<file path="config.mk">
export PLATFORM = sky130hd
export DESIGN_NAME = i2c_target_rx_packet_queue_core
export DESIGN_NICKNAME = d
export VERILOG_FILES = /design/src/rtl/core/i2crq_pkg.sv /design/src/rtl/core/i2c_target_rx_packet_queue_core.sv /design/src/rtl/core/i2crq_ram.sv /design/src/rtl/core/i2crq_ctrl.sv /design/src/rtl/core/i2crq_reader.sv
export SDC_FILE = /design/constraint.sdc
export NUM_CORES = 2
export LEC_CHECK = 0
export BUFFER_PORTS_ARGS = -buffer_cell sky130_fd_sc_hd__buf_4
export CELL_PAD_IN_SITES_DETAIL_PLACEMENT = 1
export CELL_PAD_IN_SITES_GLOBAL_PLACEMENT = 1
export CORE_MARGIN = 2
export CORE_UTILIZATION = 55
export CTS_CLUSTER_SIZE = 12
export DETAILED_ROUTE_END_ITERATION = 10
export MAX_ROUTING_LAYER = met4
export PLACE_DENSITY_LB_ADDON = 0.1
export SKIP_CTS_REPAIR_TIMING = 1
export SYNTH_ARGS = -nofsm -noshare
export SYNTH_HDL_FRONTEND = slang
export SYNTH_HIERARCHICAL = 1
export SYNTH_SLANG_ARGS = --single-unit
</file>
<file path="constraint.sdc">
create_clock -name clk -period 8.34 [get_ports clk]
set_input_delay 0.417 -clock clk [delete_from_list [all_inputs] [get_ports clk]]
set_output_delay 0.417 -clock clk [all_outputs]
set_load 0.01 [all_outputs]
</file>
<file path="src/rtl/core/i2crq_pkg.sv">
// Package with sizes, codes and shared types of the receive packet queue.
package i2crq_pkg;

    localparam int QUEUE_DEPTH = 8;
    localparam int FRAME_BYTES = 32;

    // One physical slot more than the ring holds, so the frame being assembled
    // always has a free slot of its own and never needs a copy on push.
    localparam int SLOTS     = QUEUE_DEPTH + 1;
    localparam int SLOT_W    = $clog2(SLOTS);
    localparam int IDX_W     = $clog2(FRAME_BYTES);
    localparam int CNT_W     = $clog2(FRAME_BYTES + 1);
    localparam int QCNT_W    = $clog2(QUEUE_DEPTH + 1);
    localparam int ADDR_W    = SLOT_W + IDX_W;
    localparam int RAM_DEPTH = SLOTS * (1 << IDX_W);

    localparam int BYTE_W = 8;
    localparam int POS_W  = 5;
    localparam int LEN_W  = 6;
    localparam int DROP_W = 8;
    localparam int LEFT_W = 4;

    typedef enum logic [2:0] {
        FUNC_START = 3'd0,
        FUNC_BYTE  = 3'd1,
        FUNC_STOP  = 3'd2,
        FUNC_ERROR = 3'd3,
        FUNC_POP   = 3'd4
    } func_t;

    typedef enum logic [1:0] {
        RD_IDLE,
        RD_FETCH,
        RD_LOAD,
        RD_EMPTY
    } rd_state_t;

    typedef struct packed {
        logic              start;
        logic              empty;
        logic [SLOT_W-1:0] slot;
        logic [CNT_W-1:0]  len;
        logic [DROP_W-1:0] dropped;
        logic [QCNT_W-1:0] left;
    } pop_req_t;

    function automatic logic [SLOT_W-1:0] slot_inc(input logic [SLOT_W-1:0] s);
        return (s == SLOT_W'(SLOTS - 1)) ? '0 : s + 1'b1;
    endfunction

endpackage

</file>
<file path="src/rtl/core/i2c_target_rx_packet_queue_core.sv">
// Top level of the I2C target receive packet queue.
// Events arrive as beats on the slave side; the event code rides in s_tuser and the
// data byte in s_tdata. Start, byte, stop and bus-error beats are taken one per cycle
// while no pop is in progress; byte beats write straight into the free slot of a slot
// memory that has one slot more than the ring holds, so a push is only a pointer
// update. A pop beat streams the oldest packet out on the master side, one beat per
// byte with tlast on the final one, or a single beat with tuser low when the ring is
// empty. Each byte of a pop is read from the slot memory, whose read port is
// registered, and loaded into the output register before the next one is fetched;
// the slave side is not ready until the pop's final beat is loaded; an empty pop
// waits until the output register is free. No clearing pass is needed after reset.
module i2c_target_rx_packet_queue_core (
    input  logic        clk,
    input  logic        rst_n,
    input  logic        s_tvalid,
    output logic        s_tready,
    input  logic [7:0]  s_tdata,   // [7:0] rx_byte
    input  logic [2:0]  s_tuser,   // [2:0] func
    output logic        m_tvalid,
    input  logic        m_tready,
    output logic [31:0] m_tdata,   // [7:0] out_byte, [12:8] byte_position,
                                   // [18:13] packet_length, [26:19] overflow_count,
                                   // [30:27] packets_left, [31] zero
    output logic [0:0]  m_tuser,   // [0] packet_valid
    output logic        m_tlast
);

    logic                         accept;
    logic                         rd_idle;
    logic                         ram_we;
    logic [i2crq_pkg::ADDR_W-1:0] ram_waddr;
    logic [i2crq_pkg::BYTE_W-1:0] ram_wdata;
    logic                         ram_re;
    logic [i2crq_pkg::ADDR_W-1:0] ram_raddr;
    logic [i2crq_pkg::BYTE_W-1:0] ram_rdata;
    i2crq_pkg::pop_req_t          pop_req;

    assign s_tready = rd_idle;
    assign accept   = s_tvalid && s_tready;

    i2crq_ctrl u_ctrl (
        .clk       (clk),
        .rst_n     (rst_n),
        .accept    (accept),
        .func      (i2crq_pkg::func_t'(s_tuser)),
        .rx_byte   (s_tdata),
        .ram_we    (ram_we),
        .ram_waddr (ram_waddr),
        .ram_wdata (ram_wdata),
        .pop_req   (pop_req)
    );

    i2crq_ram #(
        .DATA_W (i2crq_pkg::BYTE_W),
        .DEPTH  (i2crq_pkg::RAM_DEPTH)
    ) u_ram (
        .clk   (clk),
        .we    (ram_we),
        .waddr (ram_waddr),
        .wdata (ram_wdata),
        .re    (ram_re),
        .raddr (ram_raddr),
        .rdata (ram_rdata)
    );

    i2crq_reader u_reader (
        .clk       (clk),
        .rst_n     (rst_n),
        .pop_req   (pop_req),
        .idle      (rd_idle),
        .ram_re    (ram_re),
        .ram_raddr (ram_raddr),
        .ram_rdata (ram_rdata),
        .m_tvalid  (m_tvalid),
        .m_tready  (m_tready),
        .m_tdata   (m_tdata),
        .m_tuser   (m_tuser),
        .m_tlast   (m_tlast)
    );

endmodule

</file>
<file path="src/rtl/core/i2crq_ram.sv">
// Simple dual-port RAM with one write port and one registered read port.
module i2crq_ram #(
    parameter int DATA_W = 8,
    parameter int DEPTH  = 288,
    localparam int AW    = $clog2(DEPTH)
) (
    input  logic              clk,
    input  logic              we,
    input  logic [AW-1:0]     waddr,
    input  logic [DATA_W-1:0] wdata,
    input  logic              re,
    input  logic [AW-1:0]     raddr,
    output logic [DATA_W-1:0] rdata
);

    logic [DATA_W-1:0] mem [DEPTH];

    always_ff @(posedge clk)
    begin
        if (we)
        begin
            mem[waddr] <= wdata;
        end
        if (re)
        begin
            rdata <= mem[raddr];
        end
    end

endmodule

</file>
<file path="src/rtl/core/i2crq_ctrl.sv">
// Frame assembly, ring pointers, slot lengths and the drop counter.
module i2crq_ctrl (
    input  logic                          clk,
    input  logic                          rst_n,
    input  logic                          accept,
    input  i2crq_pkg::func_t              func,
    input  logic [i2crq_pkg::BYTE_W-1:0]  rx_byte,
    output logic                          ram_we,
    output logic [i2crq_pkg::ADDR_W-1:0]  ram_waddr,
    output logic [i2crq_pkg::BYTE_W-1:0]  ram_wdata,
    output i2crq_pkg::pop_req_t           pop_req
);

    logic [i2crq_pkg::CNT_W-1:0]  count_reg, count_next;
    logic                         receiving_reg, receiving_next;
    logic [i2crq_pkg::SLOT_W-1:0] rp_reg, rp_next;
    logic [i2crq_pkg::SLOT_W-1:0] wp_reg, wp_next;
    logic [i2crq_pkg::QCNT_W-1:0] queued_reg, queued_next;
    logic [i2crq_pkg::DROP_W-1:0] dropped_reg, dropped_next;
    logic [i2crq_pkg::CNT_W-1:0]  lengths_reg [i2crq_pkg::SLOTS];

    logic                         push_req;
    logic [i2crq_pkg::CNT_W-1:0]  push_len;
    logic                         len_we;

    always_comb
    begin
        count_next     = count_reg;
        receiving_next = receiving_reg;
        rp_next        = rp_reg;
        wp_next        = wp_reg;
        queued_next    = queued_reg;
        dropped_next   = dropped_reg;
        ram_we         = 1'b0;
        ram_waddr      = {wp_reg, count_reg[i2crq_pkg::IDX_W-1:0]};
        ram_wdata      = rx_byte;
        push_req       = 1'b0;
        push_len       = count_reg;
        len_we         = 1'b0;
        pop_req        = '0;
        pop_req.dropped = dropped_reg;

        if (accept)
        begin
            case (func)
                i2crq_pkg::FUNC_START:
                begin
                    count_next     = '0;
                    receiving_next = 1'b1;
                end
                i2crq_pkg::FUNC_BYTE:
                begin
                    if (receiving_reg && count_reg < i2crq_pkg::CNT_W'(i2crq_pkg::FRAME_BYTES))
                    begin
                        ram_we = 1'b1;
                        if (count_reg == i2crq_pkg::CNT_W'(i2crq_pkg::FRAME_BYTES - 1))
                        begin
                            push_req       = 1'b1;
                            push_len       = i2crq_pkg::CNT_W'(i2crq_pkg::FRAME_BYTES);
                            count_next     = '0;
                            receiving_next = 1'b0;
                        end
                        else
                        begin
                            count_next = count_reg + 1'b1;
                        end
                    end
                end
                i2crq_pkg::FUNC_STOP:
                begin
                    push_req       = (count_reg != '0);
                    count_next     = '0;
                    receiving_next = 1'b0;
                end
                i2crq_pkg::FUNC_ERROR:
                begin
                    push_req       = (count_reg > i2crq_pkg::CNT_W'(1));
                    count_next     = '0;
                    receiving_next = 1'b0;
                end
                i2crq_pkg::FUNC_POP:
                begin
                    pop_req.start = 1'b1;
                    if (queued_reg == '0)
                    begin
                        pop_req.empty = 1'b1;
                    end
                    else
                    begin
                        pop_req.slot = rp_reg;
                        pop_req.len  = lengths_reg[rp_reg];
                        pop_req.left = queued_reg - 1'b1;
                        rp_next      = i2crq_pkg::slot_inc(rp_reg);
                        queued_next  = queued_reg - 1'b1;
                    end
                end
                default:
                begin
                end
            endcase
        end

        // A push and a pop never come from the same beat.
        if (push_req)
        begin
            if (queued_reg >= i2crq_pkg::QCNT_W'(i2crq_pkg::QUEUE_DEPTH))
            begin
                dropped_next = dropped_reg + 1'b1;
            end
            else
            begin
                len_we      = 1'b1;
                wp_next     = i2crq_pkg::slot_inc(wp_reg);
                queued_next = queued_reg + 1'b1;
            end
        end
    end

    always_ff @(posedge clk or negedge rst_n)
    begin
        if (!rst_n)
        begin
            count_reg     <= '0;
            receiving_reg <= 1'b0;
            rp_reg        <= '0;
            wp_reg        <= '0;
            queued_reg    <= '0;
            dropped_reg   <= '0;
        end
        else
        begin
            count_reg     <= count_next;
            receiving_reg <= receiving_next;
            rp_reg        <= rp_next;
            wp_reg        <= wp_next;
            queued_reg    <= queued_next;
            dropped_reg   <= dropped_next;
        end
    end

    always_ff @(posedge clk)
    begin
        if (len_we)
        begin
            lengths_reg[wp_reg] <= push_len;
        end
    end

endmodule

</file>
<file path="src/rtl/core/i2crq_reader.sv">
// Pop sequencer: reads a packet slot byte by byte into the output register, or an empty beat.
module i2crq_reader (
    input  logic                          clk,
    input  logic                          rst_n,
    input  i2crq_pkg::pop_req_t           pop_req,
    output logic                          idle,
    output logic                          ram_re,
    output logic [i2crq_pkg::ADDR_W-1:0]  ram_raddr,
    input  logic [i2crq_pkg::BYTE_W-1:0]  ram_rdata,
    output logic                          m_tvalid,
    input  logic                          m_tready,
    output logic [31:0]                   m_tdata,
    output logic [0:0]                    m_tuser,
    output logic                          m_tlast
);

    i2crq_pkg::rd_state_t state_reg, state_next;

    logic [i2crq_pkg::SLOT_W-1:0] slot_reg;
    logic [i2crq_pkg::CNT_W-1:0]  len_reg;
    logic [i2crq_pkg::IDX_W-1:0]  idx_reg;
    logic [i2crq_pkg::DROP_W-1:0] dropped_reg;
    logic [i2crq_pkg::QCNT_W-1:0] left_reg;

    logic                         out_valid_reg;
    logic                         out_pv_reg;
    logic [i2crq_pkg::BYTE_W-1:0] out_byte_reg;
    logic [i2crq_pkg::POS_W-1:0]  out_pos_reg;
    logic [i2crq_pkg::LEN_W-1:0]  out_len_reg;
    logic                         out_last_reg;
    logic [i2crq_pkg::DROP_W-1:0] out_drop_reg;
    logic [i2crq_pkg::LEFT_W-1:0] out_left_reg;

    logic out_free;
    logic is_last;
    logic load_pkt;
    logic load_empty;

    assign out_free = !out_valid_reg || m_tready;
    assign is_last  = ((i2crq_pkg::CNT_W'(idx_reg) + 1'b1) == len_reg);

    always_comb
    begin
        state_next = state_reg;
        case (state_reg)
            i2crq_pkg::RD_IDLE:
            begin
                if (pop_req.start)
                begin
                    state_next = pop_req.empty ? i2crq_pkg::RD_EMPTY : i2crq_pkg::RD_FETCH;
                end
            end
            i2crq_pkg::RD_FETCH:
            begin
                state_next = i2crq_pkg::RD_LOAD;
            end
            i2crq_pkg::RD_LOAD:
            begin
                if (out_free)
                begin
                    state_next = is_last ? i2crq_pkg::RD_IDLE : i2crq_pkg::RD_FETCH;
                end
            end
            i2crq_pkg::RD_EMPTY:
            begin
                if (out_free)
                begin
                    state_next = i2crq_pkg::RD_IDLE;
                end
            end
            default:
            begin
                state_next = i2crq_pkg::RD_IDLE;
            end
        endcase
    end

    always_comb
    begin
        idle       = (state_reg == i2crq_pkg::RD_IDLE);
        ram_re     = (state_reg == i2crq_pkg::RD_FETCH);
        ram_raddr  = {slot_reg, idx_reg};
        load_pkt   = (state_reg == i2crq_pkg::RD_LOAD) && out_free;
        load_empty = (state_reg == i2crq_pkg::RD_EMPTY) && out_free;
    end

    always_ff @(posedge clk or negedge rst_n)
    begin
        if (!rst_n)
        begin
            state_reg     <= i2crq_pkg::RD_IDLE;
            out_valid_reg <= 1'b0;
            idx_reg       <= '0;
        end
        else
        begin
            state_reg <= state_next;
            if (load_pkt || load_empty)
            begin
                out_valid_reg <= 1'b1;
            end
            else if (m_tready)
            begin
                out_valid_reg <= 1'b0;
            end
            if (pop_req.start)
            begin
                idx_reg <= '0;
            end
            else if (load_pkt)
            begin
                idx_reg <= idx_reg + 1'b1;
            end
        end
    end

    always_ff @(posedge clk)
    begin
        if (pop_req.start)
        begin
            slot_reg    <= pop_req.slot;
            len_reg     <= pop_req.len;
            dropped_reg <= pop_req.dropped;
            left_reg    <= pop_req.left;
        end
        if (load_pkt)
        begin
            out_pv_reg   <= 1'b1;
            out_byte_reg <= ram_rdata;
            out_pos_reg  <= i2crq_pkg::POS_W'(idx_reg);
            out_len_reg  <= i2crq_pkg::LEN_W'(len_reg);
            out_last_reg <= is_last;
            out_drop_reg <= dropped_reg;
            out_left_reg <= i2crq_pkg::LEFT_W'(left_reg);
        end
        else if (load_empty)
        begin
            out_pv_reg   <= 1'b0;
            out_byte_reg <= '0;
            out_pos_reg  <= '0;
            out_len_reg  <= '0;
            out_last_reg <= 1'b1;
            out_drop_reg <= dropped_reg;
            out_left_reg <= '0;
        end
    end

    assign m_tvalid = out_valid_reg;
    assign m_tdata  = {1'b0, out_left_reg, out_drop_reg, out_len_reg, out_pos_reg, out_byte_reg};
    assign m_tuser  = out_pv_reg;
    assign m_tlast  = out_last_reg;

endmodule

</file>
Word level (Yosys, flattened, before mapping). Memory sizes are Yosys's and may differ from the RTL's. A register that Yosys moved wholly into a read port is not among the register bits. Cells that the tools add are included.

Add/subtract/negate cells: 8. Mux-type cells: 56. Equal/unequal tests: 16. Order comparisons: 3. Reductions and logical operators: 25. Bitwise gates (word level): 4.

Operators with widths (count): $mux W6 (8); $mux W4 (9); $mux W8 (4); $mux W12 (2); $mux W1 (20); $mux W5 (4); $add A4 B1 Y4 const B (3); $pmux W6 S2 (1); $mux W10 (1); $ne A2 B1 Y1 const B (5); $reduce_and A3 Y1 (3); $add A8 B1 Y8 const B (1); $eq A4 B4 Y1 const B (2); $mux W2 (4); $pmux W2 S4 (1); $reduce_bool A2 Y1 (4); $add A5 B1 Y6 const B (1); $add A6 B1 Y6 const B (1); $eq A3 B2 Y1 const B (2); $eq A6 B5 Y1 const B (1); $eq A6 B6 Y1 (1); $gt A6 B1 Y1 const B (1); $lt A6 B6 Y1 const B (1); $pmux W1 S3 (2); 20 further kinds (30).

Memories: 2. Logic and storage cells: 134. Output and inout bits: 36. Memory bits (writable): 2358. Register bits after elaboration: 90. Bits of input ports: 15.

Memory list: u_ram.mem (depth 288, width 8, read ports 1, clocked after Yosys merged registers in 1, write ports 1, RTL line i2crq_ram.sv:16) `logic [DATA_W-1:0] mem [DEPTH];`; u_ctrl.lengths_reg (depth 9, width 6, read ports 1, clocked after Yosys merged registers in 0, write ports 1, RTL line i2crq_ctrl.sv:20) `logic [i2crq_pkg::CNT_W-1:0] lengths_reg [i2crq_pkg::SLOTS];`.

Depth between registers and ports, before layout.
Word-level depth: 8. Gate-level depth with buffers: 13. Depth with buffers taken out: 8.

Modules after synthesis. Netlist, hierarchy kept.

By module, submodules not included: i2crq_ram (cells each 4286, seq. area each 69426.6 um^2, area an instance 90166.5 um^2, times used 1); i2crq_ctrl (cells each 309, seq. area each 2297.2 um^2, area an instance 4021.4 um^2, times used 1); i2crq_reader (cells each 142, seq. area each 1841.8 um^2, area an instance 2364.8 um^2, times used 1); i2c_target_rx_packet_queue_core (cells each 1, seq. area each 0.0 um^2, area an instance 6.3 um^2, times used 1).

Least setup slack after synthesis. Ideal clock, no wire load.

Kind: flip-flop to flip-flop. From: register u_reader.state_reg[1]. To: memory u_ram.mem[51][0] (enable). Required time: 7.970 ns. Library setup time: 0.370 ns. Setup slack: 5.254 ns. Arrival time: 2.716 ns. Period minus slack after synthesis: 3.086 ns. Cell stages (with the launch flop): 9. Buffers on the path: 1. Path through: dfrtp_1 -> nor2_1 -> and2_1 -> nand2b_1 -> nor3_1 -> nor3b_1 -> nand3_1 -> clkbuf_1 -> nor2_1.

Cells in the longest elaborated chain, start to end: 5.

RTL lines: start, declared (RTL line i2crq_reader.sv:17) `i2crq_pkg::rd_state_t state_reg, state_next;`; start signal, assigned (RTL line i2crq_reader.sv:91) `state_reg <= i2crq_pkg::RD_IDLE;`; start signal, assigned (RTL line i2crq_reader.sv:97) `state_reg <= state_next;`; $logic_not A2 Y1 (RTL line i2crq_reader.sv:80) `idle = (state_reg == i2crq_pkg::RD_IDLE);`; net s_tready (RTL line i2c_target_rx_packet_queue_core.sv:16) `output logic s_tready,`; $logic_and A1 B1 Y1 (RTL line i2c_target_rx_packet_queue_core.sv:39) `assign accept = s_tvalid && s_tready;`; net accept (RTL line i2c_target_rx_packet_queue_core.sv:28) `logic accept;`; $mux W1 (RTL line i2crq_ctrl.sv:43) `if (accept)`; net ram_we (RTL line i2c_target_rx_packet_queue_core.sv:30) `logic ram_we;`; $mux W1 (RTL line i2crq_ram.sv:20) `if (we)`; $mux W1 (not written as such) (RTL line i2crq_ram.sv:22) `mem[waddr] <= wdata;`; end, declared (RTL line i2crq_ram.sv:16).

The timed path passes the listed nets, and every way through them passes these cells.

Worst setup path in the final report.
From: register u_reader.state_reg[1]. To: memory u_ram.mem[224][2] (enable).

Cells in the longest elaborated chain, start to end: 5.

RTL lines (RTL line): $logic_not A2 Y1 (i2crq_reader.sv:80); $logic_and A1 B1 Y1 (i2c_target_rx_packet_queue_core.sv:39); net accept (i2c_target_rx_packet_queue_core.sv:28); $mux W1 (i2crq_ctrl.sv:43); net ram_we (i2c_target_rx_packet_queue_core.sv:30); $mux W1 (i2crq_ram.sv:20); $mux W1 (not written as such) (i2crq_ram.sv:22).

The timed path passes the listed nets, and every way through them passes these cells.

==> impl_metrics.prom <==
# TYPE chip_impl_metric gauge
chip_impl_info{name="result_of_the_run",value="finished, final reports clean"} 1
chip_impl_metric{name="post_dp_cell_area",unit="um^2"} 99200
chip_impl_info{name="final_cell_mix",value="2,420 x sky130_fd_sc_hd__edfxtp_1, 537 x sky130_fd_sc_hd__mux4_2, 353 x sky130_fd_sc_hd__nor2_1, 281 x sky130_fd_sc_hd__clkbuf_16, 217 x sky130_fd_sc_hd__mux2i_1"} 1
chip_impl_metric{name="place_congestion",unit=""} 0.913
chip_impl_metric{name="final.min_clock_period",unit="ns"} 4.77
chip_impl_info{name="clk_tree_root_cell",value="sky130_fd_sc_hd__clkbuf_16"} 1
chip_impl_metric{name="wire_length_of_the_first_global_routing_pass",unit="um"} 391000
chip_impl_metric{name="post-route-cell-area",unit="um^2"} 107000
chip_impl_metric{name="number_of_drc_violations_after_detailed_routing",unit=""} 0
chip_impl_metric{name="placement.io_buffers",unit=""} 49
chip_impl_metric{name="post_drt_via_cell_ratio",unit=""} 6.76
chip_impl_info{name="layout_commonest_cell",value="sky130_fd_sc_hd__edfxtp_1"} 1
chip_impl_metric{name="synth.lib_cells_used.distinct",unit=""} 91
chip_impl_metric{name="post_synthesis_to_final_layout_area_growth",unit="%"} 10.8
chip_impl_metric{name="fin_nets",unit=""} 4915
chip_impl_metric{name="synthArstFlopShare",unit="%"} 1.43
chip_impl_metric{name="worst-r2r-setup-slack",unit="ns"} 3.57
chip_impl_info{name="grt.busiest_layer",value="met2"} 1
chip_impl_metric{name="detailedPlacementHpwl",unit="um"} 166000
chip_impl_metric{name="layout-drive-gt1-share",unit="%"} 21.2
chip_impl_info{name="cts_tree",value="built"} 1
chip_impl_metric{name="placed_cells_incl_taps",unit=""} 6925
chip_impl_info{name="synthDominantAreaCellType",value="sky130_fd_sc_hd__edfxtp_1"} 1
chip_impl_metric{name="drt-pass1-iter-count",unit=""} 5
chip_impl_metric{name="netlist_instances",unit=""} 4738
chip_impl_metric{name="die_height",unit="um"} 423
chip_impl_info{name="dominant_combinational_cell_family_by_area_after_synthesis",value="multiplexers"} 1
chip_impl_metric{name="cp_data_required_time",unit="ns"} 8.88
chip_impl_metric{name="synth_largest_type_area_fraction",unit="%"} 75.3
chip_impl_metric{name="synthesized_nets",unit=""} 4768
chip_impl_metric{name="initial_core_util",unit="%"} 55.4
chip_impl_metric{name="pwr_density_cell",unit="nW/um^2"} 315
chip_impl_info{name="criticalPathCategory",value="flip-flop to flip-flop"} 1
chip_impl_metric{name="grt.overflow.total",unit=""} 0
chip_impl_metric{name="logic_depth_of_the_worst_register_to_register_path",unit=""} 7
chip_impl_metric{name="synth-xor-area-share",unit="%"} 0.145
chip_impl_metric{name="worst_pin_slew",unit="ns"} 1.24
chip_impl_metric{name="floorplan.die_area",unit="um^2"} 179000
chip_impl_metric{name="synth.ff_latch_count",unit=""} 2456
chip_impl_metric{name="place_ws",unit="ns"} 3.63
chip_impl_metric{name="leakage",unit="nW"} 33.5
chip_impl_metric{name="timing.slew.headroom",unit="%"} 17.0
chip_impl_metric{name="arrival",unit="ns"} 5.31
chip_impl_metric{name="initial_drt_markers",unit=""} 6594
chip_impl_metric{name="ys_warn_count",unit=""} 6
chip_impl_info{name="rsz_0062_raised_after_global_routing",value="no"} 1
chip_impl_metric{name="vdd_ir_drop_max",unit="mV"} 0.318
chip_impl_metric{name="largest_register_ff_count",unit=""} 2304
chip_impl_metric{name="synth_compound_area_share",unit="%"} 2.81
chip_impl_info{name="ys.flop_type",value="sky130_fd_sc_hd__edfxtp_1"} 1
chip_impl_metric{name="cts_htree_levels",unit=""} 5
chip_impl_metric{name="floorplan.core_area",unit="um^2"} 174000
chip_impl_metric{name="post_drt_wl_per_cell",unit="um"} 37.4
chip_impl_metric{name="grt_max_degree",unit=""} 180
chip_impl_metric{name="floorplan.io_pins",unit=""} 51
chip_impl_metric{name="syn-cell-area",unit="um^2"} 96600
chip_impl_metric{name="synth.mux.area_fraction",unit="%"} 15.2
chip_impl_metric{name="number_of_synthesized_flops_with_an_enable_pin",unit=""} 2420
chip_impl_metric{name="die_extent_in_x",unit="um"} 423
chip_impl_metric{name="synth.yosys.seq_area_share",unit="%"} 76.2
chip_impl_metric{name="synthesis.area_per_instance",unit="um^2"} 20.4
chip_impl_metric{name="cts_buffer_depth",unit=""} 4
chip_impl_info{name="worst_setup_path_start_kind",value="flip-flop"} 1
chip_impl_metric{name="setup_violations",unit=""} 0
chip_impl_metric{name="routed_wirelength",unit="um"} 275000
chip_impl_info{name="synth_top_cells_by_area",value="sky130_fd_sc_hd__edfxtp_1 75%, sky130_fd_sc_hd__mux4_2 13%, sky130_fd_sc_hd__mux2i_1 2.2%, sky130_fd_sc_hd__nor2_1 1.4%, sky130_fd_sc_hd__dfrtp_1 0.91%"} 1
chip_impl_metric{name="clock_sinks",unit=""} 2456
chip_impl_metric{name="synthAdderAreaFrac",unit="%"} 0.194
chip_impl_metric{name="finClkSkew",unit="ns"} 0.0472
chip_impl_metric{name="final_max_tran_viols",unit=""} 0
chip_impl_metric{name="number_of_buffers_created_by_cts",unit=""} 274
chip_impl_metric{name="number_of_global_route_vias_before_repair",unit=""} 50786
chip_impl_metric{name="globalRouteMet3Util",unit="%"} 7.54
chip_impl_metric{name="setup_tns",unit="ns"} 0
chip_impl_metric{name="finalNonFillerCells",unit=""} 7363
chip_impl_metric{name="via_count",unit=""} 49788
chip_impl_metric{name="max-cap-violations",unit=""} 0
chip_impl_metric{name="postLayoutSetupSlackWorst",unit="ns"} 3.57
chip_impl_info{name="critPathCaptureType",value="flip-flop"} 1
chip_impl_metric{name="ant_nets",unit=""} 0
chip_impl_metric{name="worst-path-max-fanout",unit=""} 18
chip_impl_metric{name="met1_global_route_usage",unit="%"} 44.1
chip_impl_metric{name="clock_insertion_delay_worst_skew",unit="ns"} 0.93
chip_impl_metric{name="hold_violations",unit=""} 0
chip_impl_metric{name="hold-path-cell-count",unit=""} 1
chip_impl_metric{name="final_clock_period_utilization_by_the_worst_path",unit="%"} 57.2
chip_impl_metric{name="post_synth_and_or_nand_nor_area_fraction",unit="%"} 3.56
chip_impl_metric{name="clk_pin_slew_worst_paths",unit="ns"} 0.06
chip_impl_metric{name="antenna_found_initial",unit=""} 9
chip_impl_metric{name="grt.total_usage",unit="%"} 32.0
chip_impl_metric{name="global_route.usage.met2",unit="%"} 47.5
chip_impl_metric{name="max_clock_freq",unit="GHz"} 0.210
chip_impl_info{name="worstHoldPathType",value="input pin to flip-flop"} 1
chip_impl_metric{name="placementRows",unit=""} 153
[path summary, 6_finish.rpt]
check                                                  start                            endpoint
max                        u_reader/state_reg[1]$_DFFE_PN0P_         u_ram/mem[224][2]$_DFFE_PP_
min                                               s_tdata[1]         u_ram/mem[254][1]$_DFFE_PP_
max reg2reg                u_reader/state_reg[1]$_DFFE_PN0P_         u_ram/mem[224][2]$_DFFE_PP_
min reg2reg                u_reader/dropped_reg[5]$_DFFE_PP_  u_reader/out_drop_reg[5]$_DFFE_PP_
max in group asynchronous                              rst_n     u_reader/idx_reg[1]$_DFFE_PN0P_
min in group asynchronous                              rst_n   u_ctrl/dropped_reg[6]$_DFFE_PN0P_
[routing by layer]
| metal | part of all wire [%] | up-vias | routed length, um |
|---|---|---|---|
| li1 | - | 19768 | - |
| met1 | 39 | 26718 | 107000 |
| met2 | 47 | 2770 | 129000 |
| met3 | 10 | 532 | 27800 |
| met4 | 3.9 | 0 | 10700 |
| met5 | 0 | - | 0 |
[kinds of logic (layout without fill, tap and decap cells)]
kind of cell,Yosys count,after routing
other,1,3
buffers and inverters,311,609
XOR/XNOR,16,16
multiplexers,782,782
AO/OA/AOI/OAI,389,389
flip-flops,2456,2456
AND/OR/NAND/NOR,768,768
adder cells (fa/ha/maj),15,15
[worst max-delay path, cell delays in order (launching register included)]
cell	delay (ns)
sky130_fd_sc_hd__dfrtp_1	0.44
sky130_fd_sc_hd__nor2_1	0.28
sky130_fd_sc_hd__and2_1	0.32
sky130_fd_sc_hd__nand2b_1	0.20
sky130_fd_sc_hd__nor3_1	0.68
sky130_fd_sc_hd__nor3b_1	0.66
sky130_fd_sc_hd__nand2_2	0.82
sky130_fd_sc_hd__nor2_1	0.97
[synthesized netlist by cell type, types with 15 or more instances]
cell type and number:
sky130_fd_sc_hd__edfxtp_1 2420, sky130_fd_sc_hd__mux4_2 537, sky130_fd_sc_hd__nor2_1 355, sky130_fd_sc_hd__mux2i_1 217
sky130_fd_sc_hd__nand2_1 184, sky130_fd_sc_hd__clkbuf_1 100, sky130_fd_sc_hd__a21oi_1 75, sky130_fd_sc_hd__buf_2 67
sky130_fd_sc_hd__o22ai_1 64, sky130_fd_sc_hd__buf_4 59, sky130_fd_sc_hd__o21ai_0 51, sky130_fd_sc_hd__nand3_1 49
sky130_fd_sc_hd__o221ai_1 49, sky130_fd_sc_hd__nor3_1 37, sky130_fd_sc_hd__and2_1 36, sky130_fd_sc_hd__dfrtp_1 35
sky130_fd_sc_hd__buf_6 34, sky130_fd_sc_hd__inv_1 23, sky130_fd_sc_hd__a22oi_1 22, sky130_fd_sc_hd__and3_1 21
sky130_fd_sc_hd__mux2_2 20, sky130_fd_sc_hd__a31oi_1 18, sky130_fd_sc_hd__nor2b_1 18, sky130_fd_sc_hd__nand2b_1 16
sky130_fd_sc_hd__a211oi_1 15, sky130_fd_sc_hd__buf_1 15, sky130_fd_sc_hd__ha_1 15
[area by class of cell]
type / count / area [um^2]
sequential: 2456 / 73600
clock inverter: 67 / 369
clock buffer: 360 / 7340
inverter: 27 / 110
multi-input combinational: 1971 / 21300
antenna: 2 / 5.00
timing repair buffer: 155 / 1430
tap: 2325 / 2910
fill: 14288 / 67200
[power breakdown]
group,internal (mW),leakage (nW),switching [mW]
Sequential,13.7,22.2,0.349
Clock,6.18,3.75,4.58
Combinational,3.51,7.62,5.37
Total,23.4,33.5,10.3
[stage by stage]
step | power, mW | hold WS [ns] | utilization [%]
floorplan | 20.0 | 0.121 | -
global placement | 23.0 | 0.405 | 56.9
detailed placement | 23.1 | 0.410 | 56.9
CTS | 33.8 | -0.562 | 61.4
global route | 34.7 | 0.00510 | 61.4
finish | 33.7 | 0.00324 | 61.4
Note: power is estimated with default switching activity, not from simulation.
